`src/design/hpq_pkg.sv`:
```
// Shared types and codes for the binary max-heap priority queue.
// Used by the controller, the datapath and the top level; depends on nothing.
package hpq_pkg;

	localparam int KEY_W  = 31;
	localparam int TAG_W  = 16;
	localparam int SLOT_W = 11;
	localparam int CNT_W  = 11;

	localparam logic [1:0] OP_LOAD   = 2'd0;
	localparam logic [1:0] OP_DELETE = 2'd1;
	localparam logic [1:0] OP_PEEK   = 2'd2;
	localparam logic [1:0] OP_ADJUST = 2'd3;

	localparam logic [1:0] ST_OK    = 2'd0;
	localparam logic [1:0] ST_EMPTY = 2'd1;
	localparam logic [1:0] ST_FULL  = 2'd2;
	localparam logic [1:0] ST_RANGE = 2'd3;

	// Commands from the controller to the datapath.
	typedef struct packed {
		logic capture;
		logic rd_root;
		logic take_root;
		logic rd_child;
		logic step;
		logic place;
		logic hfy_init;
		logic rd_hfy;
		logic hfy_take;
		logic hfy_dec;
		logic emit;
	} cmd_t;

	// Status from the datapath to the controller.
	typedef struct packed {
		logic [1:0] op;
		logic       err;
		logic       last;
		logic       descend;
		logic       stop;
		logic       i_zero;
		logic       out_busy;
	} sts_t;

endpackage

```
`src/design/hpq_ctrl.sv`:
```
// Controller state machine of the heap: sequences load, delete, peek, adjust,
// sift-down and heapify. Depends on hpq_pkg.
module hpq_ctrl (
	input  logic          clk,
	input  logic          arst_n,
	input  logic          in_valid,
	output logic          in_stall,
	input  hpq_pkg::sts_t sts,
	output hpq_pkg::cmd_t cmd
);
	import hpq_pkg::*;

	localparam logic [3:0] S_IDLE   = 4'd0;
	localparam logic [3:0] S_DECODE = 4'd1;
	localparam logic [3:0] S_ROOT   = 4'd2;
	localparam logic [3:0] S_CHECK  = 4'd3;
	localparam logic [3:0] S_CMP    = 4'd4;
	localparam logic [3:0] S_HSTART = 4'd5;
	localparam logic [3:0] S_HTEST  = 4'd6;
	localparam logic [3:0] S_HLOAD  = 4'd7;
	localparam logic [3:0] S_FINISH = 4'd8;

	logic [3:0] state_q, state_d;
	logic       hfy_q, hfy_d;
	logic       accept;

	assign in_stall = (state_q != S_IDLE);
	assign accept   = in_valid && !in_stall;

	always_comb begin
		cmd     = '0;
		state_d = state_q;
		hfy_d   = hfy_q;
		case (state_q)
			S_IDLE: begin
				if (in_valid) begin
					cmd.capture = 1'b1;
					state_d     = S_DECODE;
				end
			end
			S_DECODE: begin
				if (sts.op == OP_LOAD) begin
					state_d = sts.last ? S_HSTART : S_FINISH;
				end else if (sts.err) begin
					state_d = S_FINISH;
				end else if (sts.op == OP_ADJUST) begin
					state_d = S_CHECK;
				end else begin
					cmd.rd_root = 1'b1;
					state_d     = S_ROOT;
				end
			end
			S_ROOT: begin
				cmd.take_root = 1'b1;
				state_d       = (sts.op == OP_DELETE) ? S_CHECK : S_FINISH;
			end
			S_CHECK: begin
				if (sts.descend) begin
					cmd.rd_child = 1'b1;
					state_d      = S_CMP;
				end else begin
					cmd.place = 1'b1;
					if (hfy_q) begin
						cmd.hfy_dec = 1'b1;
						state_d     = S_HTEST;
					end else begin
						state_d = S_FINISH;
					end
				end
			end
			S_CMP: begin
				cmd.step = 1'b1;
				if (!sts.stop) begin
					state_d = S_CHECK;
				end else if (hfy_q) begin
					cmd.hfy_dec = 1'b1;
					state_d     = S_HTEST;
				end else begin
					state_d = S_FINISH;
				end
			end
			S_HSTART: begin
				cmd.hfy_init = 1'b1;
				hfy_d        = 1'b1;
				state_d      = S_HTEST;
			end
			S_HTEST: begin
				if (sts.i_zero) begin
					hfy_d   = 1'b0;
					state_d = S_FINISH;
				end else begin
					cmd.rd_hfy = 1'b1;
					state_d    = S_HLOAD;
				end
			end
			S_HLOAD: begin
				cmd.hfy_take = 1'b1;
				state_d      = S_CHECK;
			end
			S_FINISH: begin
				if (!sts.out_busy) begin
					cmd.emit = 1'b1;
					state_d  = S_IDLE;
				end
			end
			default: begin
				state_d = S_IDLE;
				hfy_d   = 1'b0;
			end
		endcase
	end

	always_ff @(posedge clk or negedge arst_n) begin
		if (!arst_n) begin
			state_q <= S_IDLE;
			hfy_q   <= 1'b0;
		end else begin
			state_q <= state_d;
			hfy_q   <= hfy_d;
		end
	end

	a_accept_decode: assert property (@(posedge clk) disable iff (!arst_n)
		accept |=> state_q == S_DECODE)
		else $error("accepted word did not move the controller to decode");

	a_emit_free: assert property (@(posedge clk) disable iff (!arst_n)
		cmd.emit |-> !sts.out_busy)
		else $error("result emitted over an untaken word");

endmodule

```
`config.mk`:
```
export PLATFORM = sky130hd
export DESIGN_NAME = hpq_ctrl
export DESIGN_NICKNAME = d
export VERILOG_FILES = /design/src/design/hpq_pkg.sv /design/src/design/hpq_ctrl.sv
export SDC_FILE = /design/constraint.sdc
export NUM_CORES = 1
export LEC_CHECK = 0
export BUFFER_PORTS_ARGS = -buffer_cell sky130_fd_sc_hd__buf_4
export CAP_MARGIN = 20
export CELL_PAD_IN_SITES_DETAIL_PLACEMENT = 1
export CELL_PAD_IN_SITES_GLOBAL_PLACEMENT = 1
export CORE_MARGIN = 3
export CORE_UTILIZATION = 30
export DETAILED_ROUTE_END_ITERATION = 10
export PLACE_DENSITY = 0.84
export SLEW_MARGIN = 20
export SYNTH_ARGS = -nofsm -noshare
export SYNTH_HDL_FRONTEND = slang
export SYNTH_SLANG_ARGS = --single-unit
```
`constraint.sdc`:
```
create_clock -name clk -period 3.1 [get_ports clk]
set_input_delay 0.465 -clock clk [delete_from_list [all_inputs] [get_ports clk]]
set_output_delay 0.465 -clock clk [all_outputs]
set_load 0.01 [all_outputs]
```
== Word level (Yosys, flattened, before mapping) ==
Index checks and enable logic that the tools add are counted.

* Register bits: 5
* Output and inout port bits: 12
* Logic and storage cells: 58

* Eq/ne operators: 13
* Mux-type cells: 36
* Bitwise gates (word level): 1
* Reduce and logical (&&, ||, !) cells: 6

{| class="wikitable"
|+ Operators by type and width
! operator !! count
|-
| two-way mux 4 bit || 10
|-
| case mux 4 bit (9 select lines) || 1
|-
| two-way mux 1 bit || 23
|-
| equality test 4 x 3 -> 1 bit, second input constant || 4
|-
| equality test 4 x 2 -> 1 bit, second input constant || 2
|-
| OR reduction 7 bit || 1
|-
| != test 2 bit, second input constant || 3
|-
| equality test 4 x 1 -> 1 bit, second input constant || 1
|-
| equality test 4 bit, second input constant || 1
|-
| logical NOT 4 bit || 1
|-
| AND reduction 2 bit || 2
|-
| nonzero test 4 bit || 1
|-
| case mux 1 bit (3 select lines) || 1
|-
| equality test 2 x 1 -> 1 bit, second input constant || 1
|-
| equality test 2 bit, second input constant || 1
|-
| logical NOT 2 bit || 1
|-
| case mux 1 bit (2 select lines) || 1
|-
| inverter 1 bit || 1
|}

== Depth between registers and ports, before layout ==
* Word-level depth: 5
* Depth in mapped cells: 6
* Depth with buffers taken out: 4

== Least setup slack after synthesis ==
No wires, ideal clock.

* Path type: flip-flop to output port
* Start: register state_q[3]
* End: output cmd[9] (netlist name)
* Arrival: 1,376 ps
* Path slack: 1,259 ps
* Cell stages (with the launch flop): 6
* Cell sequence: dfrtp_1 -> buf_6 -> or2_1 -> buf_6 -> or2_4 -> nor3_1

{| class="wikitable"
|+ RTL lines
! element !! RTL line !! source
|-
| start, declared || hpq_ctrl.sv:23 || <nowiki>logic [3:0] state_q, state_d;</nowiki>
|-
| start signal, assigned || hpq_ctrl.sv:118 || <nowiki>state_q <= state_d;</nowiki>
|-
| end, declared || hpq_ctrl.sv:9 || <nowiki>output hpq_pkg::cmd_t cmd</nowiki>
|}

==> results.sh <==
export IMPL_fillers=223
export IMPL_drtIter0Drc=2
export IMPL_wl_per_cell_um=14.9
export IMPL_final_setup_skew_ns=0.00197
export IMPL_ys_seq_elements=5
export IMPL_synthTopCellsByCount="12 x nor2_1, 5 x a21oi_1, 5 x dfrtp_1, 5 x nor3_1, 4 x buf_6"
export IMPL_yosysSeqAreaShare=0.224
export IMPL_synth_largest_area_cell="dfrtp_1"
export IMPL_multi_input_area_um2=365
export IMPL_grt_antenna_before_repair=0
export IMPL_hold_viol=0
export IMPL_portBuffers=22
export IMPL_slew_viol_final=0
export IMPL_synth_avg_cell_area_um2=7.99
export IMPL_ctsResizeCount=0
export IMPL_vias_per_cell=5.36
export IMPL_antennaDiodeCount=0
export IMPL_placed_cell_area_um2=697
export IMPL_cts_hold_buffers=0
export IMPL_crit_type="reg -> out"
export IMPL_overflow=0
export IMPL_ios=23
export IMPL_core_um2=1630
export IMPL_dr_pass1_iters=4
export IMPL_cts_root_buffer_cell="clkbuf_4"
export IMPL_drc=0
export IMPL_synth_nets=81
export IMPL_fin_tns_setup_ns=0
export IMPL_die_area_um2=2420
export IMPL_setup_viol=0
export IMPL_reg2reg_to="state_q[3]"
export IMPL_postLayoutCellArea_um2=723
export IMPL_grt_total_usage=0.147
export IMPL_cts_clk_slew_worst_paths_ns=0.05
export IMPL_cp_arrival_ns=1.76
export IMPL_numCtsBuffers=3
export IMPL_p_leak_uw=0.000322
export IMPL_rows=14
export IMPL_max_slew_worst_pin_slew_ns=0.464
export IMPL_vias=611
export IMPL_synthArstFlopShare=1.00
export IMPL_ir_worst_vdd_mv=0.241
export IMPL_clock_fmax_ghz=0.449
export IMPL_h_tree_depth=1
export IMPL_wl_um=1700
export IMPL_syn_inst=70
export IMPL_worst_r2r_path_depth=4
export IMPL_cp_required_ns=2.63
export IMPL_dieHeight_um=49.2
export IMPL_synthTopCellsByArea="dfrtp_1 22%, buf_6 8.1%, nor2_1 8.1%"
export IMPL_first_global_vias=620
export IMPL_start_util=0.343
export IMPL_nets=102
export IMPL_cp_max_fo=13
export IMPL_synth_edf_count=0
export IMPL_timing_final_crit_share=0.719
export IMPL_status="finished, final reports clean"
export IMPL_routabilityCongestion=0.795
export IMPL_drive_gt1_frac=0.344
export IMPL_synth_area_um2=559
export IMPL_dpl_cell_count=110
export IMPL_antenna_left=0
export IMPL_clock_sinks=5
export IMPL_min_path_type="in -> async"
export IMPL_hpwl_um=1330
export IMPL_grt_first_pass_wirelength_um=2820
export IMPL_cts_setup_buffers=0
export IMPL_clk_insertion_delay_late_ns=0.24
export IMPL_period_minus_slack_ns=2.23
export IMPL_power_uw=568
export IMPL_rsz0062_at_grt="false"
export IMPL_rrSetupSlack_ns=1.43
export IMPL_yosysTopAreaCellShare=0.224
export IMPL_relSlewSlack=0.688
export IMPL_cts_tree="done"
export IMPL_ys_flop_type="dfrtp_1"
export IMPL_yosysWarnings=0
export IMPL_synthMostInstantiatedCell="nor2_1"
export IMPL_cts_buffer_depth=2
export IMPL_power_density_nw_per_um2=786
export IMPL_worst_r2r_startpoint="state_q[2]"
export IMPL_critPathLaunchType="flop"
export IMPL_max_cap_violations=0
export IMPL_grt_max_degree=14
export IMPL_seq_area_um2=125
export IMPL_fin_cells=114
export IMPL_ys_types=36
export IMPL_syn_to_final_growth_pct=29.3
export IMPL_die_x_um=49.2
export IMPL_endpoint_kind="primary output"
## area by class of cell
type / count / area share
clock buffers: 4 / 0.0363
multi-input cells: 56 / 0.505
flip-flops and latches: 5 / 0.173
repair buffers: 22 / 0.228
inverters: 3 / 0.0156
well taps: 24 / 0.0415
## per-stage QoR
stage          setup WS (ns)  hold slack (ns)  utilization
4_1_cts                0.871           0.0185        0.444
5_1_grt                0.744           0.0152        0.444
2_1_floorplan           1.26            0.169            -
3_3_place_gp            1.18            0.268        0.428
3_5_place_dp            1.14            0.274        0.428
6_report               0.872           0.0197        0.444
## cells by family (layout without fill, tap and decap cells)
logic type             count (synthesis)  in the layout  share of synthesized area
XOR/XNOR                               1              1                     0.0157
buffers and inverters                  9             29                      0.123
multiplexers                           1              1                     0.0268
AND/OR/NAND/NOR                       36             36                      0.371
AO/OA/AOI/OAI                         18             18                      0.239
flip-flops                             5              5                      0.224
## routing by layer
metal  GRT usage  vias to the layer above  routed length (um)
met4      0.0569                        0                  14
li1            -                      296                   -
met5           0                        -                   0
met3      0.0183                        2                  83
met2       0.248                       18                 804
met1       0.189                      295                 798
## flip-flops by register name, indices dropped and copies added, names as in the netlist
signal,cells
hfy_q,1
state_q,4
## cells in the final DEF (no fill, tap or decap), drive strengths merged, types with 2 or more instances in the layout
cell    count
or2         2
nor2       12
nand2b      2
nor3        5
a21oi       5
o31a        2
dfrtp       5
inv         3
o21ai       3
o22ai       2
nand3b      2
nor3b       2
clkbuf      4
buf        22
nand2       3
## critical path, stage by stage, from the launching register on
cell,delay (ns)
dfrtp_1,0.54
or2_1,0.38
or2_4,0.29
nor3_1,0.17
buf_4,0.15
## worst max path at each step
stage	startpoint	end	slack, ns
floorplan	state_q[3]	cmd[9]	1.26
global placement	state_q[2]	cmd[9]	1.18
detailed placement	state_q[2]	cmd[9]	1.14
CTS	state_q[2]	cmd[9]	0.87
global route	state_q[2]	cmd[9]	0.74
finish	state_q[2]	cmd[9]	0.87
## where the power goes
part | internal [uW] | switching (uW) | leakage, uW
Clock | 48.7 | 27.0 | 0.0000150
Combinational | 164 | 159 | 0.000242
Sequential | 93.4 | 75.5 | 0.0000654
Note: power is estimated with default switching activity, not from simulation.
